===== src/design/quadratic_probe_hash_map_macros.svh =====
// assertion macros used by the hash map top level
`ifndef QUADRATIC_PROBE_HASH_MAP_MACROS_SVH
`define QUADRATIC_PROBE_HASH_MAP_MACROS_SVH

// same-cycle implication, sampled on clk, off while rst_n is low
`define QPHM_ASSERT_NOW(label, ante, cons, msg) \
    label: assert property (@(posedge clk) disable iff (!rst_n) (ante) |-> (cons)) \
        else $error(msg);

// next-cycle implication, sampled on clk, off while rst_n is low
`define QPHM_ASSERT_NEXT(label, ante, cons, msg) \
    label: assert property (@(posedge clk) disable iff (!rst_n) (ante) |=> (cons)) \
        else $error(msg);

`endif


===== src/design/qphm_ram.sv =====
// generic single-write, single-read ram with registered read data
module qphm_ram #(
    parameter int WIDTH = 8,
    parameter int DEPTH = 16
) (
    input  logic                     clk,
    input  logic                     we,
    input  logic [$clog2(DEPTH)-1:0] waddr,
    input  logic [WIDTH-1:0]         wdata,
    input  logic [$clog2(DEPTH)-1:0] raddr,
    output logic [WIDTH-1:0]         rdata
);

    logic [WIDTH-1:0] mem [DEPTH];

    // write port and registered read port
    always_ff @(posedge clk)
    begin
        if (we)
        begin
            mem[waddr] <= wdata;
        end
        rdata <= mem[raddr];
    end

endmodule


===== config.mk =====
export PLATFORM = sky130hd
export DESIGN_NAME = qphm_ram
export DESIGN_NICKNAME = d
export VERILOG_FILES = /design/src/design/quadratic_probe_hash_map_macros.svh /design/src/design/qphm_ram.sv
export SDC_FILE = /design/constraint.sdc
export NUM_CORES = 1
export LEC_CHECK = 0
export CAP_MARGIN = 20
export CORE_MARGIN = 2
export CORE_UTILIZATION = 56
export DETAILED_ROUTE_END_ITERATION = 7
export DONT_BUFFER_PORTS = 1
export HOLD_SLACK_MARGIN = 0.08
export PLACE_DENSITY = 0.81
export SLEW_MARGIN = 40
export SYNTH_ARGS = -nofsm -noshare
export SYNTH_HDL_FRONTEND = slang
export SYNTH_SLANG_ARGS = --single-unit

===== constraint.sdc =====
create_clock -name clk -period 2 [get_ports clk]
set_input_delay 0.4 -clock clk [delete_from_list [all_inputs] [get_ports clk]]
set_output_delay 0.4 -clock clk [all_outputs]
set_load 0.02 [all_outputs]

Word level (Yosys, flattened, before mapping)
Memory sizes are Yosys's and may differ from the RTL's. A register that Yosys moved wholly into a read port is not among the register bits.
Index checks and enable logic that the tools add are counted.
Storage, ports and cells
  memory bits (writable): 128
  memories kept: 1
  flip-flop bits (word level): 0
  output and inout port bits: 8
Memory list
  mem: depth 16, bits a word 8, rd ports 1, clocked after Yosys merged registers in 1, write ports 1, RTL line qphm_ram.sv:14  | logic [WIDTH-1:0] mem [DEPTH];
Operators by class
  muxes and demuxes: 2
Operators with widths (number)
  1-bit two-way mux: 2

Longest topological paths before layout
  depth after elaboration: 2
  gate-level depth with buffers: 5
  gate-level depth less buffers: 3

Worst setup path after synthesis
No wires, ideal clock.
  path type: input -> register
  from: input waddr[2]
  to: memory mem[0][0], enable pin
  data required time: 1617 ps
  cell stages on the path: 2
  buffers on the path: 0
  library setup time: 383 ps
  data arrival time: 1510 ps
  path slack: 107 ps
  cell sequence: or3b_2 > nor3_1
RTL lines
  from (decl): RTL line qphm_ram.sv:8  | input logic [$clog2(DEPTH)-1:0] waddr,
  to (decl): RTL line qphm_ram.sv:14
Straight into the memory's write port.

==> results by group <==
Logic synthesis
  • Number of warnings printed during yosys synthesis: 0
  • Leading post-synthesis cells by cell area: edfxtp_1, mux4_2, mux4_1
  • Syn Area/Cell: between 20 and 25 um^2
  • Most used flip-flop cell after synthesis: edfxtp_1
  • Share of Yosys cell area claimed by the top area cell type: 0.747
  • Most repeated cell in the gate-level netlist after synthesis: edfxtp_1
  • Sequential element share of the synthesized area: 0.778
  • Count of state elements after synthesis: 136
  • Number of enable flip-flop cells after synthesis: between 100 and 150
  • Cell taking the most area after synthesis: edfxtp_1
  • Share of flip-flops with an asynchronous set or reset after synthesis: 0
  • Syn nets: around 250
  • Library cells used by synthesis: 19
  • Leading cell types by count after synthesis: edfxtp_1, mux4_2, a22oi_1, mux4_1, nor2_1
  • Post-synth design cell area: approximately 0.005 mm^2
  • Synthesized instance count: around 230

Die
  • Starting density of the core: 0.585
  • Area of the core: 0.00881 mm^2
  • Chip height: roughly 100 um
  • Top-level I/O count: 26
  • DIE WIDTH: between 90 and 100 um
  • Full die area: ~0.01 mm^2
  • Placement Rows: 34

Clock tree
  • Post-cts repair resize count: 0
  • Number of H-tree branching levels: 4
  • Setup Buffers After CTS: 0
  • Root Buffer: clkbuf_8
  • Total of hold buffers inserted after clock tree synthesis: 8
  • TritonCTS clock tree: yes
  • Clock transition at the registers of the reported paths: approximately 0.06 ns
  • Number of buffers created by CTS: 17
  • Clock insertion delay at the later pin of the skew report: 0.51 ns
  • Clock sink count: between 100 and 150
  • Maximum number of buffers from clock root to sink: 2

Power
  • Maximum resistive drop on vdd: ~0.00073 V
  • Overall power: about 0.0065 W
  • PD cells: about 1100 mW/mm^2
  • Leakage power figure: between 1.5 and 2 nW

Outcome
  • Status: complete, no violations

Global route
  • Pin count of the biggest net entering global routing: 33
  • Initial antenna violation count: 0
  • First-pass GRT wire length: ~15000 um
  • Gr usage total: 0.216
  • Via count of the first global-routing pass: roughly 2600
  • Sum of overflow across all layers after global routing: 0

Finish
  • Post-layout instance count excluding filler cells: about 390
  • Area growth from synthesis to layout: 16.3%
  • Fraction of final layout cells with drive strength greater than 1: 0.238
  • Fin nets: 282
  • Diodes inserted: 0

Critical path
  • Kind of critical path: flip-flop to flip-flop
  • Sort of element at the start of the critical path: flip-flop
  • Crit-path max FO: 1
  • Data required time at the worst endpoint: roughly 2.4 ns
  • Data arrival time of the critical path: between 1.5 and 2 ns
  • Capturing element type of the critical path: flip-flop

Routing
  • DRC violation count after routing: 0
  • Number of nets with antenna violations after detailed routing: 0
  • Detailed Routing Iterations Pass 1: 5
  • Routed vias: between 2000 and 2500
  • Iteration-0 DRC Markers: around 250
  • Total wirelength of the detailed-routed design: slightly below 10000 um
  • Routed length per instance: between 20 and 30 um
  • Per-cell via count in the routed design: approximately 6.3

Timing
  • Worst-Margin Slew: roughly 0.63 ns
  • Slack of the critical path: about 0.55 ns
  • Worst hold margin: about 0.20 ns
  • Number of hold violations in the final report: 0
  • RSZ-0062 raised after global routing: false
  • Slew Limit Headroom: 0.579
  • Shortest period the worst path allows: 1.45 ns
  • Sum Neg Setup Slack: 0 ns
  • Max Clock Freq: ~690 MHz
  • Setup skew after layout: around 0.0084 ns
  • Final Cycle Share: 0.723
  • Final number of setup-violating endpoints: 0
  • Pins Over Slew Limit: 0

Placement
  • Placed wire-length estimate after detailed placement: just under 6000 um
  • Port-buffer cells: 0
  • Placement-stage worst setup slack: 0.331 ns
  • Number of placed instances with taps included: 345
  • Weighted congestion reported at the end of routability-driven placement: ~0.76

Hold path
  • Class of the tightest hold or removal check: input pin to flip-flop

Job
  • Number of max-cap violations: 0
worst paths after layout:
path / end / startpoint / slack [ns] / depth (start not counted)
worst max-delay path: rdata[7] / mem[3][7] / 0.55 / 3
worst min-delay path: rdata[3] / raddr[1] / 0.20 / 3
worst max register to register: rdata[7] / mem[3][7] / 0.55 / 3
worst min register to register: rdata[4] / mem[15][4] / 0.69 / 3
worst max-delay path: stages (launching register included):
cell and delay (ns):
edfxtp_1 0.40, mux4_2 0.53, a22oi_1 0.30, nand2_1 0.10
report_power, final:
part	leakage [nW]	switching (W)	total [W]	internal, W
combinational	0.500	0.000117	0.000225	0.000108
clock	0.275	0.00112	0.00301	0.00189
sequential	1.22	0.0000444	0.00323	0.00319
layer usage:
layer / up-vias / wire length (um) / share of wire / GRT usage
met5: - / 0 / 0 / 0
met1: 1248 / 3940 / 0.40 / 0.285
met3: 15 / 681 / 0.069 / 0.0627
met2: 107 / 5160 / 0.52 / 0.351
met4: 0 / 150 / 0.015 / 0.0790
li1: 1041 / - / - / -
logic make-up after synthesis:
| kind of cell | count (synthesis) | share of synthesized area |
|---|---|---|
| compound gates | 16 | 0.0233 |
| buf+inv | 10 | 0.0168 |
| flops | 136 | 0.778 |
| mux | 32 | 0.150 |
| simple gates | 35 | 0.0318 |
flip-flops by register name, summed over array words and instances (netlist names):
| name | cells |
|---|---|
| rdata | 8 |
| mem | 128 |
stage by stage:
step	utilization	area [um^2]
2_1_floorplan	-	5150
3_5_place_dp	0.605	5330
5_1_grt	0.680	5990
4_1_cts	0.680	5990
6_report	0.680	5990
3_3_place_gp	0.605	5330
placed cells by master (no fill, tap or decap):
| cell type | instances |
|---|---|
| a22oi_1 | 16 |
| and2_1 | 1 |
| and2b_1 | 1 |
| buf_4 | 18 |
| bufinv_16 | 3 |
| clkbuf_1 | 2 |
| clkbuf_16 | 16 |
| clkbuf_8 | 1 |
| clkinv_1 | 1 |
| clkinv_2 | 4 |
| clkinv_4 | 1 |
| clkinvlp_4 | 3 |
| dfxtp_1 | 8 |
| dlygate4sd3_1 | 8 |
| edfxtp_1 | 128 |
| inv_6 | 1 |
| mux4_1 | 14 |
| mux4_2 | 18 |
| nand2_1 | 9 |
| nand2b_1 | 2 |
| nand3_1 | 1 |
| nand3b_1 | 2 |
| nor2_1 | 13 |
| nor2b_1 | 1 |
| nor3_1 | 4 |
| or3b_2 | 1 |
cell type report:
| cell class | count | area [um^2] |
|---|---|---|
| Clock buffer | 19 | 422 |
| Tap cell | 108 | 135 |
| Sequential cell | 136 | 4000 |
| Multi-Input combinational cell | 83 | 1060 |
| Timing Repair Buffer | 26 | 215 |
| Fill cell | 539 | 2820 |
| Clock inverter | 13 | 154 |
(Power assumes the default switching activity.)
