[config.mk]
export PLATFORM = sky130hd
export DESIGN_NAME = qphm_hash
export DESIGN_NICKNAME = d
export VERILOG_FILES = /design/src/design/quadratic_probe_hash_map_macros.svh /design/src/design/qphm_pkg.sv /design/src/design/qphm_hash.sv
export SDC_FILE = /design/constraint.sdc
export NUM_CORES = 1
export LEC_CHECK = 0
export BUFFER_PORTS_ARGS = -buffer_cell sky130_fd_sc_hd__buf_2
export CAP_MARGIN = 10
export CORE_AREA = 2 2 41 43
export DETAILED_ROUTE_END_ITERATION = 6
export DIE_AREA = 0 0 43 45
export GPL_ROUTABILITY_DRIVEN = 0
export HOLD_SLACK_MARGIN = 0.02
export PLACE_DENSITY = 0.77
export SLEW_MARGIN = 20
export SYNTH_ARGS = -nofsm -noshare
export SYNTH_HDL_FRONTEND = slang
export SYNTH_SLANG_ARGS = --single-unit
[constraint.sdc]
create_clock -name clk -period 2.3 [get_ports clk]
set_input_delay 0.115 -clock clk [delete_from_list [all_inputs] [get_ports clk]]
set_output_delay 0.115 -clock clk [all_outputs]
set_load 0.05 [all_outputs]
[src/design/quadratic_probe_hash_map_macros.svh]
// assertion macros used by the hash map top level
`ifndef QUADRATIC_PROBE_HASH_MAP_MACROS_SVH
`define QUADRATIC_PROBE_HASH_MAP_MACROS_SVH

// same-cycle implication, sampled on clk, off while rst_n is low
`define QPHM_ASSERT_NOW(label, ante, cons, msg) \
    label: assert property (@(posedge clk) disable iff (!rst_n) (ante) |-> (cons)) \
        else $error(msg);

// next-cycle implication, sampled on clk, off while rst_n is low
`define QPHM_ASSERT_NEXT(label, ante, cons, msg) \
    label: assert property (@(posedge clk) disable iff (!rst_n) (ante) |=> (cons)) \
        else $error(msg);

`endif

[src/design/qphm_pkg.sv]
// types and constants of the quadratic probe hash map
package qphm_pkg;

    localparam int KEY_W   = 32;
    localparam int VAL_W   = 32;
    localparam int LIMIT_W = 9;
    localparam int COUNT_W = 9;

    // operation codes
    localparam logic OP_INSERT = 1'b0;
    localparam logic OP_LOOKUP = 1'b1;

    localparam logic [LIMIT_W-1:0] LIMIT_RESET = 9'd256;

    typedef enum logic [2:0] {
        STAT_INSERTED  = 3'd0,
        STAT_DUPLICATE = 3'd1,
        STAT_FOUND     = 3'd2,
        STAT_NOT_FOUND = 3'd3,
        STAT_FULL      = 3'd4
    } status_t;

    typedef enum logic [2:0] {
        S_CLEAR,
        S_IDLE,
        S_HASH,
        S_READ,
        S_CHECK,
        S_RESP
    } state_t;

    typedef struct packed {
        logic                    operation;
        logic [KEY_W-1:0]        key;
        logic signed [VAL_W-1:0] value;
    } in_word_t;

    typedef struct packed {
        status_t                 status;
        logic signed [VAL_W-1:0] found_value;
        logic [COUNT_W-1:0]      entry_count;
    } out_word_t;

    // one table slot as held in memory
    typedef struct packed {
        logic             occupied;
        logic [KEY_W-1:0] key;
        logic [VAL_W-1:0] value;
    } slot_entry_t;

endpackage

[src/design/qphm_hash.sv]
// home slot unit: key modulo table size, four key bits a cycle for sizes other than a power of two
module qphm_hash #(
    parameter int SLOTS = 256
) (
    input  logic                      clk,
    input  logic                      rst_n,
    input  logic                      start,
    input  logic [qphm_pkg::KEY_W-1:0] key,
    output logic                      done,
    output logic [$clog2(SLOTS)-1:0]  slot
);

    import qphm_pkg::*;

    localparam int  SLOT_W = $clog2(SLOTS);
    localparam bit  POW2   = ((SLOTS & (SLOTS - 1)) == 0);
    localparam int  DIGITS = KEY_W / 4;
    localparam int  CNT_W  = $clog2(DIGITS);
    localparam logic [SLOT_W:0] MODULUS = (SLOT_W + 1)'(SLOTS);

    logic                busy_reg, busy_next;
    logic                done_reg, done_next;
    logic [CNT_W-1:0]    cnt_reg, cnt_next;
    logic [KEY_W-1:0]    sh_reg, sh_next;
    logic [SLOT_W-1:0]   rem_reg, rem_next;
    logic [SLOT_W-1:0]   rem_step;

    // four restoring remainder steps on the top key bits
    always_comb
    begin
        logic [SLOT_W:0] tmp;
        rem_step = rem_reg;
        for (int k = 0; k < 4; k++)
        begin
            tmp = {rem_step, sh_reg[KEY_W-1-k]};
            if (tmp >= MODULUS)
            begin
                tmp = tmp - MODULUS;
            end
            rem_step = tmp[SLOT_W-1:0];
        end
    end

    // sequencing of the remainder walk
    always_comb
    begin
        busy_next = busy_reg;
        done_next = 1'b0;
        cnt_next  = cnt_reg;
        sh_next   = sh_reg;
        rem_next  = rem_reg;
        if (start)
        begin
            if (POW2)
            begin
                rem_next  = key[SLOT_W-1:0];
                done_next = 1'b1;
            end
            else
            begin
                rem_next  = '0;
                sh_next   = key;
                cnt_next  = '0;
                busy_next = 1'b1;
            end
        end
        else if (busy_reg)
        begin
            rem_next = rem_step;
            sh_next  = sh_reg << 4;
            cnt_next = cnt_reg + 1'b1;
            if (cnt_reg == CNT_W'(DIGITS - 1))
            begin
                busy_next = 1'b0;
                done_next = 1'b1;
            end
        end
    end

    // control state
    always_ff @(posedge clk or negedge rst_n)
    begin
        if (!rst_n)
        begin
            busy_reg <= 1'b0;
            done_reg <= 1'b0;
            cnt_reg  <= '0;
        end
        else
        begin
            busy_reg <= busy_next;
            done_reg <= done_next;
            cnt_reg  <= cnt_next;
        end
    end

    // datapath
    always_ff @(posedge clk)
    begin
        sh_reg  <= sh_next;
        rem_reg <= rem_next;
    end

    assign done = done_reg;
    assign slot = rem_reg;

endmodule

After elaboration in Yosys (flattened, before gate mapping)
Cells that the tools add are included.
Word-level totals
  input bits: 35
  word-level logic and storage cells: 28
  output and inout port bits: 9
  register bits after elaboration: 13
Operators by class
  reductions and logical operators: 2
  eq/ne operators: 1
  multiplexer cells: 11
  bitwise logic cells: 1
  magnitude comparators: 4
  add/sub/neg operators: 5
Operators with widths (number)
  $mux W8: 6
  $ge A9 B9 Y1 const B: 4
  $sub A8 B1 Y8 const B: 4
  $mux W1: 5
  $add A3 B1 Y3 const B: 1
  $eq A3 B3 Y1 const B: 1
  $reduce_and A2 Y1: 1
  $reduce_bool A2 Y1: 1
  $not A1 Y1: 1

Logic depth before layout (Yosys ltp)
Gate-level depths: netlist (run 1).
  depth in word-level cells: 10
  depth in mapped cells: 4
  mapped depth without buffers: 4

Worst setup path after synthesis (run 1)
Ideal clock, no wire load.
  path type: reg2reg
  start point: register cnt_reg[0]
  end point: register cnt_reg[2]
  data required time: 2175 ps
  path buffers: 0
  data arrival time: 1063 ps
  setup time: 125 ps
  slack: 1112 ps
  stages on the path, launching flop included: 4
  period minus slack after synthesis: 1188 ps
  cell sequence: dfrtp_1 -> ha_1 -> ha_1 -> mux2_4
Between the ends
  word-level cells in the longest chain between the ends: 1
Ends and longest elaborated chain
  start, declared: line qphm_hash.sv:23  | logic [CNT_W-1:0] cnt_reg, cnt_next;
  start signal, assigned: line qphm_hash.sv:93  | cnt_reg <= cnt_next;
  $add A3 B1 Y3: line qphm_hash.sv:71  | cnt_next = cnt_reg + 1'b1;
Every way passes these cells.
A chain may end at the register's enable or synchronous reset.

Worst setup path in the final report (run 1)
Same ends and word-level chain as after synthesis.

==> results of run 1 <==
==> per-layer routing <==
layer / wire length (um) / vias up
met5: 0 / -
met4: 18 / 0
met3: 85 / 4
met2: 462 / 18
met1: 376 / 162
li1: - / 162
==> power by group <==
group	total, W	switching [W]	internal [W]
clock network	0.000136	0.0000694	0.0000671
logic	0.0000852	0.0000581	0.0000271
registers	0.000266	0.00000403	0.000262
total	0.000488	0.000131	0.000356
==> cell usage after synthesis (all sizes together) <==
cell / n / share of area
buf: 1 / 0.020
or2: 1 / 0.011
nand2: 2 / 0.013
inv: 1 / 0.0066
ha: 2 / 0.044
mux2: 6 / 0.16
edfxtp: 8 / 0.42
dfrtp: 5 / 0.22
a21boi: 1 / 0.013
and2: 4 / 0.053
nor2b: 1 / 0.024
xor2: 1 / 0.015
==> stage by stage <==
step / cell area [um2] / std cells / total power, W
2_1_floorplan: 569 / 33 / 0.000334
3_3_place_gp: 673 / 67 / 0.000355
3_5_place_dp: 673 / 67 / 0.000356
4_1_cts: 709 / 72 / 0.000495
5_1_grt: 709 / 72 / 0.000511
6_report: 709 / 72 / 0.000488
==> cells by family (layout without fill, tap and decap cells) <==
logic type | count (synthesis) | in the layout | synth area share
compound gates | 1 | 1 | 0.0132
xor+xnor | 1 | 1 | 0.0154
fa+ha+maj | 2 | 2 | 0.0439
buf+inv | 2 | 25 | 0.0264
flops | 13 | 13 | 0.642
mux | 6 | 6 | 0.158
simple gates | 8 | 8 | 0.101
==> worst reg2reg max path, stage by stage (launching register included) <==
cell	delay [ns]
dfrtp_1	0.40
ha_1	0.20
ha_1	0.28
mux2_4	0.26
==> path summary, 6_finish.rpt <==
path | cells past startpoint | start | end | slack, ns
max | 3 | cnt_reg[0] | cnt_reg[2] | 1.05
min | 2 | key[2] | slot[2] | 0.14
max reg2reg | 3 | cnt_reg[0] | cnt_reg[2] | 1.05
min reg2reg | 1 | cnt_reg[0] | cnt_reg[0] | 0.49
max in group asynchronous | 2 | rst_n | done | 1.99
min in group asynchronous | 2 | rst_n | busy_reg | 0.18
==> placed cells by master (no fill, tap or decap), drive strengths merged <==
cell / count
edfxtp: 8
and2: 4
or2: 1
buf: 19
a21boi: 1
ha: 2
nor2b: 1
clkbuf: 4
inv: 1
xor2: 1
mux2: 6
nand2: 2
dlygate4sd3: 1
dfrtp: 5
==> cell type report <==
type	count	area, um2	area share
Clock buffer	4	26.3	0.0370
Tap cell	16	20.0	0.0282
Timing Repair Buffer	20	105	0.148
Multi-Input combinational cell	18	189	0.266
Inverter	1	3.75	0.00529
Sequential cell	13	365	0.515
==> repair_timing <==
action	4_1_cts	5_1_grt
hold endpoints to repair	5	0
setup buffers	0	0
hold buffers	1	0
==> summary.txt, run 1 <==
Clock tree
  – Clock Latency Late Sink: 0.27 ns
  – # clock sinks: 13
  – CTS max path bufs: 2
  – Number of H-tree levels: 1
  – CTS tree: built
  – CTS buffer count: 3
  – Cts repair resizes: 0
  – CTS clk-pin slew, worst paths: 0.08 ns
  – Clock tree root driver cell: clkbuf_4

Drt
  – Routed WL: 942 um
  – Number of antenna-violating nets in the routed design: 0
  – Drc violations: 0
  – Iteration-0 DRC Markers: 10
  – Wire per inst: 13.1 um
  – Routed vias/inst: a little under 5
  – Via Count: 346
  – Drt pass-1 iters: 3

Critical path
  – CP cell instances: ha_1 > ha_1 > mux2_4
  – Max FO, Critical Path: 2
  – Critical path type: reg2reg
  – Worst EP arrival: 1.41 ns
  – Crit-path leading delay family: adder cells
  – Slowest cell on crit path: dfrtp_1
  – Worst path most repeated cell: ha_1
  – Crit path buf inv count: 0
  – CP endpoint kind: flip-flop
  – CP Launch Type: flip-flop
  – Critical path required time: ~2.5 ns
  – Crit-path max cell delay: around 0.40 ns

GRT
  – Met3 GRT Util: 0.0320
  – GR peak layer: met2
  – Met1 usage: 0.125
  – Initial antenna violation count: 0
  – Met2 Use GR: 0.230
  – Number of global-route vias before repair: 376
  – Pin count of the biggest net entering global routing: 12
  – GRT Util Overall: 0.121
  – First-pass GRT wire length: 1.66 mm
  – Grt ovf: 0

STA
  – Post-route setup slack: 1.05 ns
  – Period utilization: 0.543
  – Unrepaired setup endpoints after global routing: false
  – Final TNS setup: 0 ns
  – Worst Skew: 0.00110 ns
  – # setup viols final: 0
  – Slew HR: 0.782
  – Slew Viols, Final: 0
  – Hold_ws: 0.137 ns
  – FMAX: 800 MHz
  – Final hold viol count: 0
  – Final min period: 1.25 ns
  – Worst slew pin tran: 0.327 ns

Status
  – Status: finished, final reports clean

Yosys
  – Syn_nets: 70
  – Mapped Cells: 33
  – Mapped Area: around 570 um2
  – Seq cells post-synth: 13
  – Register area share after synthesis: 0.642
  – Syn Area/Cell: 17.3 um2
  – YS warnings: 0
  – Synth cell types: 12

Job
  – Max Cap Viol: 0

Die
  – Die ar.: 1940 um2
  – Starting Density: 0.387
  – Core Region: ~1500 um2
  – Chip Width: approximately 43 um
  – FP Rows: 14
  – I/O Pins: 44
  – Die height: about 45 um

Layout
  – Largest register FFs: 8
  – ANT cells: 0
  – Fill cells: 141
  – Layout area overhead: 24.6%
  – Ratio of cells with drive above 1 in the final layout: 0.589
  – # nets final: 94
  – Utilization after layout: 0.482

Power
  – Peak supply drop: 0.000407 V
  – PD cells: 688 nW/um2
  – Leak: 0.348 nW

Worst hold path
  – Hold WC Path Type: in2reg

Placed design
  – Setup WS pre-CTS: 1.05 ns
  – Input/output buffers: 19
Power figures use the tool's default switching activity.
==> run 2: changes to the inputs <==
- CORE_AREA: 2 2 41 43 -> 2 2 44 46
- DIE_AREA: 0 0 43 45 -> 0 0 46 48
- PLACE_DENSITY: 0.77 -> 0.7
- clock period: 2.3 -> 1.14 ns (I/O delays scaled with it)
==> summary.txt, run 2 (synthesis gave the netlist of run 1 again) <==
Status
  – Status: finished, violations left
  – Failing checks: setup timing

Worst hold path
  – Hold Path Depth: 2 (unchanged)
  – Hold WC Path Type: in2reg
  – Hold_sp: key[3]
  – Hold EP: slot[3]

Clock tree
  – CTS max path bufs: 2 (unchanged)
  – CTS buffer count: 3 (unchanged)
  – CTS clk-pin slew, worst paths: 0.07 ns (about the same)
  – # clock sinks: 13 (unchanged)
  – Clock tree root driver cell: clkbuf_4
  – Clock Latency Late Sink: 0.28 ns (about the same)
  – CTS tree: built
  – Number of H-tree levels: 1 (unchanged)

Critical path
  – Crit path buf inv count: 0 (unchanged)
  – Crit-path leading delay family: adder cells
  – R2R Setup Slk: -0.003 ns (-1.05 ns)
  – Worst EP arrival: 1.31 ns (-0.10 ns)
  – Worst Reg-to-Reg Cells: 3 (unchanged)
  – CP Launch Type: flip-flop
  – Max FO, Critical Path: 2 (unchanged)
  – CP cell instances: ha_2 > ha_4 > mux2_4
  – Critical path required time: 1.31 ns (-1.15 ns)
  – Crit-path max cell delay: 0.39 ns (about the same)
  – Crit Reg-Reg Endpoint: cnt_reg[2]
  – Slowest cell on crit path: dfrtp_1
  – Critical path type: reg2reg
  – RR Startpoint: cnt_reg[0]
  – CP endpoint kind: flip-flop

Layout
  – Fill cells: 152 (+7.8%)
  – Largest register FFs: 8 (unchanged)
  – Storage element area: 365 um2 (unchanged)
  – Layout area overhead: 31.4%
  – ANT cells: 0 (unchanged)
  – Multi-input gate area: 204 um2 (+7.9%)
  – # nets final: 97 (+3.2%)
  – Ratio of cells with drive above 1 in the final layout: 0.644 (+0.0548)
  – Most frequent cells in the layout: buf_2 (19), edfxtp_1 (8), mux2_4 (6)
  – Commonest non-fill, non-tap cell in the layout: buf_2
  – Utilization after layout: 0.443 (-0.0392)

GRT
  – GR peak layer: met4
  – GRT Util Overall: 0.0874 (-0.0336)
  – Pin count of the biggest net entering global routing: 12 (unchanged)
  – Met1 usage: 0.0930 (-0.0317)
  – Number of global-route vias before repair: 276 (-27%)
  – First-pass GRT wire length: 1.21 mm (-27%)
  – Initial antenna violation count: 0 (unchanged)
  – Met2 Use GR: 0.122 (-0.108)
  – Grt ovf: 0 (unchanged)
  – Met3 GRT Util: 0.0113 (-0.0207)

Drt
  – Via Count: 334 (-3.5%)
  – Drt pass-1 iters: 2 (-1)
  – Routed WL: 829 um (-12%)
  – Wire per inst: 10.9 um (-17%)
  – Iteration-0 DRC Markers: 3 (-7)
  – Routed vias/inst: 4.39 (-8.5%)
  – Drc violations: 0 (unchanged)
  – Number of antenna-violating nets in the routed design: 0 (unchanged)

STA
  – Unrepaired setup endpoints after global routing: true
  – Worst slew pin tran: 0.325 ns (-0.00214 ns)
  – Slew Viols, Final: 0 (unchanged)
  – Worst Skew: 0.00273 ns (+0.00163 ns)
  – Slew HR: 0.783 (+0.00143)
  – Final hold viol count: 0 (unchanged)
  – Final min period: 1.14 ns (-0.107 ns)
  – Period utilization: 1.00 (+0.459)
  – # setup viols final: 1 (+1)
  – FMAX: 875 MHz (+9.3%)
  – Post-route setup slack: -0.00323 ns (-1.05 ns)

Power
  – Leak: 0.359 nW (+2.9%)
  – Peak supply drop: 0.000425 V (+4.5%)
  – PD cells: 1310 nW/um2 (+91%)
  – Total power after layout: 0.000983 W (+100%)

Die
  – Core Region: 1690 um2 (+15%)
  – Die ar.: 2210 um2 (+14%)
  – Chip Width: 46 um (+7.0%)
  – Starting Density: 0.337 (-0.0499)
  – FP Rows: 15 (+1)
  – Die height: 48 um (+6.7%)
  – I/O Pins: 44 (unchanged)

Placed design
  – DP Wirelength: 622 um
  – Input/output buffers: 19 (unchanged)

Job
  – Max Cap Viol: 0 (unchanged)
## run 2: cell count changes in the layout (fill, tap and decap cells not counted), sizes merged
cell | previous run | this run
buf | 19 | 22
## run 2: layout make-up
type,count,area share
clock buffer,4,0.0351
inverter,1,0.00502
multi-input combinational,18,0.273
sequential,13,0.488
tap,17,0.0284
timing repair buffer,23,0.171
## run 2: what timing repair did
| action | CTS | global route |
|---|---|---|
| hold buffers | 1 | 0 |
| endpoints found under the setup margin | 1 | 1 |
| gates resized for setup | 1 | 0 |
| hold endpoints to repair | 5 | 0 |
| pin swaps | 1 | 1 |
| setup buffers | 1 | 1 |
## run 2: metrics by stage
| stage | cells | TNS [ns] | area, um2 | hold WS, ns | setup slack, ns |
|---|---|---|---|---|---|
| CTS | 75 | -0.0133 | 741 | 0.0651 | -0.0133 |
| floorplan | 33 | -0.214 | 572 | -0.239 | -0.0458 |
| detailed placement | 69 | -0.0422 | 684 | -0.123 | -0.0422 |
| global route | 76 | -0.0225 | 748 | 0.0734 | -0.0225 |
| global placement | 69 | -0.0345 | 684 | -0.126 | -0.0345 |
| finish | 76 | -0.00323 | 748 | 0.0742 | -0.00323 |
## run 2: where the power goes
part / switching (W) / leakage, nW / total (W) / internal (W)
clock: 0.000142 / 0.0150 / 0.000277 / 0.000136
combinational: 0.000115 / 0.198 / 0.000170 / 0.0000545
sequential: 0.00000688 / 0.145 / 0.000536 / 0.000529
## run 2: per-layer routing
metal / wire [um] / vias to the layer above
li1: - / 166
met1: 353 / 145
met2: 378 / 18
met3: 50 / 5
met4: 46 / 0
met5: 0 / -
## run 2: worst max path at each step
stage	from	end	slack, ns	cells after the start
floorplan	slot[0]	slot[4]	-0.05	1
global placement	cnt_reg[0]	cnt_reg[2]	-0.03	3
detailed placement	cnt_reg[0]	cnt_reg[2]	-0.04	3
CTS	cnt_reg[1]	cnt_reg[2]	-0.01	3
global route	cnt_reg[0]	cnt_reg[2]	-0.02	3
finish	cnt_reg[0]	cnt_reg[2]	-0.003	3
==> run 3: changes to the inputs <==
- ABC_AREA: unset -> 1
- CORE_AREA: 2 2 44 46 -> 2 2 45 47
- DIE_AREA: 0 0 46 48 -> 0 0 47 49
- PLACE_DENSITY: 0.7 -> 0.67
==> summary.txt, run 3 <==
Job
  – Max Cap Viol: 0 (unchanged)

Placed design
  – Input/output buffers: 19 (unchanged)
  – DP Wirelength: 697 um (+12%)
  – Placed Cells incl. Taps: 100 (+45%)

GRT
  – GRT Util Overall: 0.0954 (+0.00804)
  – Number of global-route vias before repair: 379 (+37%)
  – Initial antenna violation count: 0 (unchanged)
  – Grt ovf: 0 (unchanged)
  – First-pass GRT wire length: 1.54 mm (+27%)
  – Pin count of the biggest net entering global routing: 12 (unchanged)

Worst hold path
  – Hold Path Depth: 3 (+1)
  – Hold WC Path Type: in2reg
  – Hold_sp: key[0]
  – Hold EP: slot[0]

STA
  – Hold_ws: 0.0469 ns (-0.0273 ns)
  – Final hold viol count: 0 (unchanged)
  – Period utilization: 0.944 (-0.0592)
  – FMAX: 930 MHz (+6.3%)
  – Worst slew pin tran: 0.317 ns (-0.00821 ns)
  – Slew Viols, Final: 0 (unchanged)
  – # setup viols final: 0 (-1)
  – Slew HR: 0.788 (+0.00496)
  – Unrepaired setup endpoints after global routing: false
  – Worst Skew: 0.00166 ns (-0.00107 ns)
  – Final TNS setup: 0 ns (+0.00323 ns)
  – Final min period: 1.08 ns (-0.0675 ns)

Power
  – PD cells: 2240 nW/um2 (+70%)
  – Gate power share: 0.386 (+0.213)
  – Net Switching: 0.000656 W (+150%)
  – Leak: 0.396 nW (+10%)
  – Sw Ratio: 0.402 (+0.134)
  – Clock power frac: 0.166 (-0.116)
  – Int Power: 0.000975 W (+36%)
  – Sequential power share: 0.447 (-0.098)
  – Peak supply drop: 0.000726 V (+71%)

Yosys
  – YS warnings: 0 (unchanged)
  – Syn Area/Cell: 10.4 um2 (-40%)
  – Seq cells post-synth: 13 (unchanged)
  – Commonest cells post-synth: nand2_1 (26), edfxtp_1 (8), inv_1 (6)
  – Synth Area in XOR/XNOR: 0 (-0.0154)
  – Synth cell types: 9 (-3)
  – Area contributors post-synth: edfxtp_1 (43%), dfrtp_1 (22%), nand2_1 (17%)
  – Mapped Area: 563 um2 (-1.1%)
  – Top cell type's share of synthesized area: 0.427 (+0.00469)
  – Syn_nets: 91 (+30%)
  – Async SR Flop Fraction: 0.385 (unchanged)
  – Register area share after synthesis: 0.649 (+0.00713)
  – Mapped Cells: 54 (+64%)
  – Synth Area in Simple Gates: 0.200 (+0.0989)
  – Compound-Gate Fraction of Synth Area: 0.0156 (+0.00237)
  – Post-Synth Adder-Cell Area: 0.0444 (+0.000488)
  – Largest family of logic cells by synthesized area: simple AND/OR/NAND/NOR gates
  – Count leader, synth: nand2_1
  – Mux share of post-synthesis cell area: 0 (-0.158)
  – Number of synthesized flops with an enable pin: 8 (unchanged)
  – Area leader, netlist: edfxtp_1
  – Most used DFF post-synth: edfxtp_1

Critical path
  – Crit Reg-Reg Endpoint: cnt_reg[2]
  – Worst Reg-to-Reg Cells: 4 (+1)
  – Worst EP arrival: 1.24 ns (-0.07 ns)
  – Max FO, Critical Path: 3 (+1)
  – Critical path required time: 1.30 ns (about the same)
  – Critical path type: reg2reg
  – RR Startpoint: cnt_reg[0]
  – CP Launch Type: flip-flop
  – CP endpoint kind: flip-flop
  – R2R Setup Slk: 0.06 ns (+0.07 ns)

Layout
  – Largest register FFs: 8 (unchanged)
  – Ratio of cells with drive above 1 in the final layout: 0.359 (-0.285)
  – Fill cells: 215 (+41%)
  – Non-filler instance count after layout: 105 (+38%)
  – Layout area overhead: 29.3%
  – Commonest non-fill, non-tap cell in the layout: nand2_1
  – Storage element area: 365 um2 (unchanged)
  – Most frequent cells in the layout: nand2_1 (26), buf_2 (19), edfxtp_1 (8)
  – Utilization after layout: 0.395 (-0.0476)
  – Multi-input gate area: 154 um2 (-25%)
  – # nets final: 116 (+20%)
  – ANT cells: 0 (unchanged)

Die
  – Starting Density: 0.306 (-0.0313)
  – Die ar.: 2300 um2 (+4.3%)
  – I/O Pins: 44 (unchanged)
  – Chip Width: 47 um (+2.2%)
  – Core Region: 1840 um2 (+9.0%)
  – FP Rows: 16 (+1)
  – Die height: 49 um (+2.1%)

Drt
  – Number of antenna-violating nets in the routed design: 0 (unchanged)
  – Routed WL: 896 um (+8.1%)
  – Drc violations: 0 (unchanged)
  – Drt pass-1 iters: 2 (unchanged)
  – Wire per inst: 8.53 um (-22%)
  – Iteration-0 DRC Markers: 7 (+4)
  – Routed vias/inst: 3.90 (-11%)
  – Via Count: 410 (+23%)

Clock tree
  – CTS buffer count: 3 (unchanged)
  – CTS clk-pin slew, worst paths: 0.08 ns (about the same)
  – CTS tree: built
  – # clock sinks: 13 (unchanged)
  – CTS max path bufs: 2 (unchanged)
  – Clock tree root driver cell: clkbuf_4
  – Postcts setup bufs: 0 (-1)
  – Clock Latency Late Sink: 0.26 ns (-0.02 ns)
  – Number of H-tree levels: 1 (unchanged)

Status
  – Status: finished, final reports clean
[run 3: timing repair]
item	CTS	global route
endpoints found under the setup margin	0	1
endpoints found under the hold margin	5	0
resized for setup	0	2
hold buffers	1	0
[run 3: cell families (layout without fill, tap and decap cells)]
logic type / Yosys count / after routing
buffers and inverters: 9 / 33
DFF: 13 / 13
and+or+nand+nor: 29 / 29
AOI/OAI and AO/OA: 1 / 1
adders and majority gates: 2 / 2
[run 3: critical path: stages (launching register included)]
cell,delay (ns)
dfrtp_1,0.40
ha_2,0.18
ha_1,0.28
nand3_2,0.07
nand2_1,0.05
[run 3: worst max-delay path by stage]
| stage | start | endpoint | slack, ns | depth (start not counted) |
|---|---|---|---|---|
| 2_1_floorplan | cnt_reg[0] | cnt_reg[2] | 0.08 | 4 |
| 3_3_place_gp | cnt_reg[0] | cnt_reg[2] | 0.06 | 4 |
| 3_5_place_dp | cnt_reg[0] | cnt_reg[2] | 0.05 | 4 |
| 4_1_cts | cnt_reg[0] | cnt_reg[2] | 0.03 | 4 |
| 5_1_grt | cnt_reg[0] | cnt_reg[2] | 0.001 | 4 |
| 6_report | cnt_reg[0] | cnt_reg[2] | 0.06 | 4 |
[run 3: power by group through the flow]
stage	clock network, W	logic (W)	registers, W
after floorplan	0	0.000184	0.00102
after global placement	0	0.000604	0.000736
after detailed placement	0	0.000614	0.000741
after CTS	0.000289	0.000619	0.000731
after global routing	0.000322	0.000696	0.000743
final	0.000271	0.000630	0.000730
[run 3: stage by stage]
step	worst slack (ns)	instance area [um2]	power (W)
6_report	0.0642	728	0.00163
5_1_grt	0.000981	728	0.00176
4_1_cts	0.0310	721	0.00164
3_5_place_dp	0.0453	684	0.00135
3_3_place_gp	0.0634	684	0.00134
2_1_floorplan	0.0843	563	0.00120
[run 3: area by class of cell]
cell class | count | share of cell area
clock buffer | 4 | 0.0361
sequential | 13 | 0.502
multi-input combinational | 32 | 0.211
tap | 27 | 0.0464
timing repair buffer | 22 | 0.165
inverter | 7 | 0.0395
[run 3: metal layers]
layer / share of wire / GRT usage / up-vias
met1: 0.43 / 0.111 / 177
met3: 0.067 / 0.0370 / 2
met4: 0.021 / 0.0694 / 0
li1: - / - / 217
met5: 0 / 0 / -
met2: 0.48 / 0.137 / 14
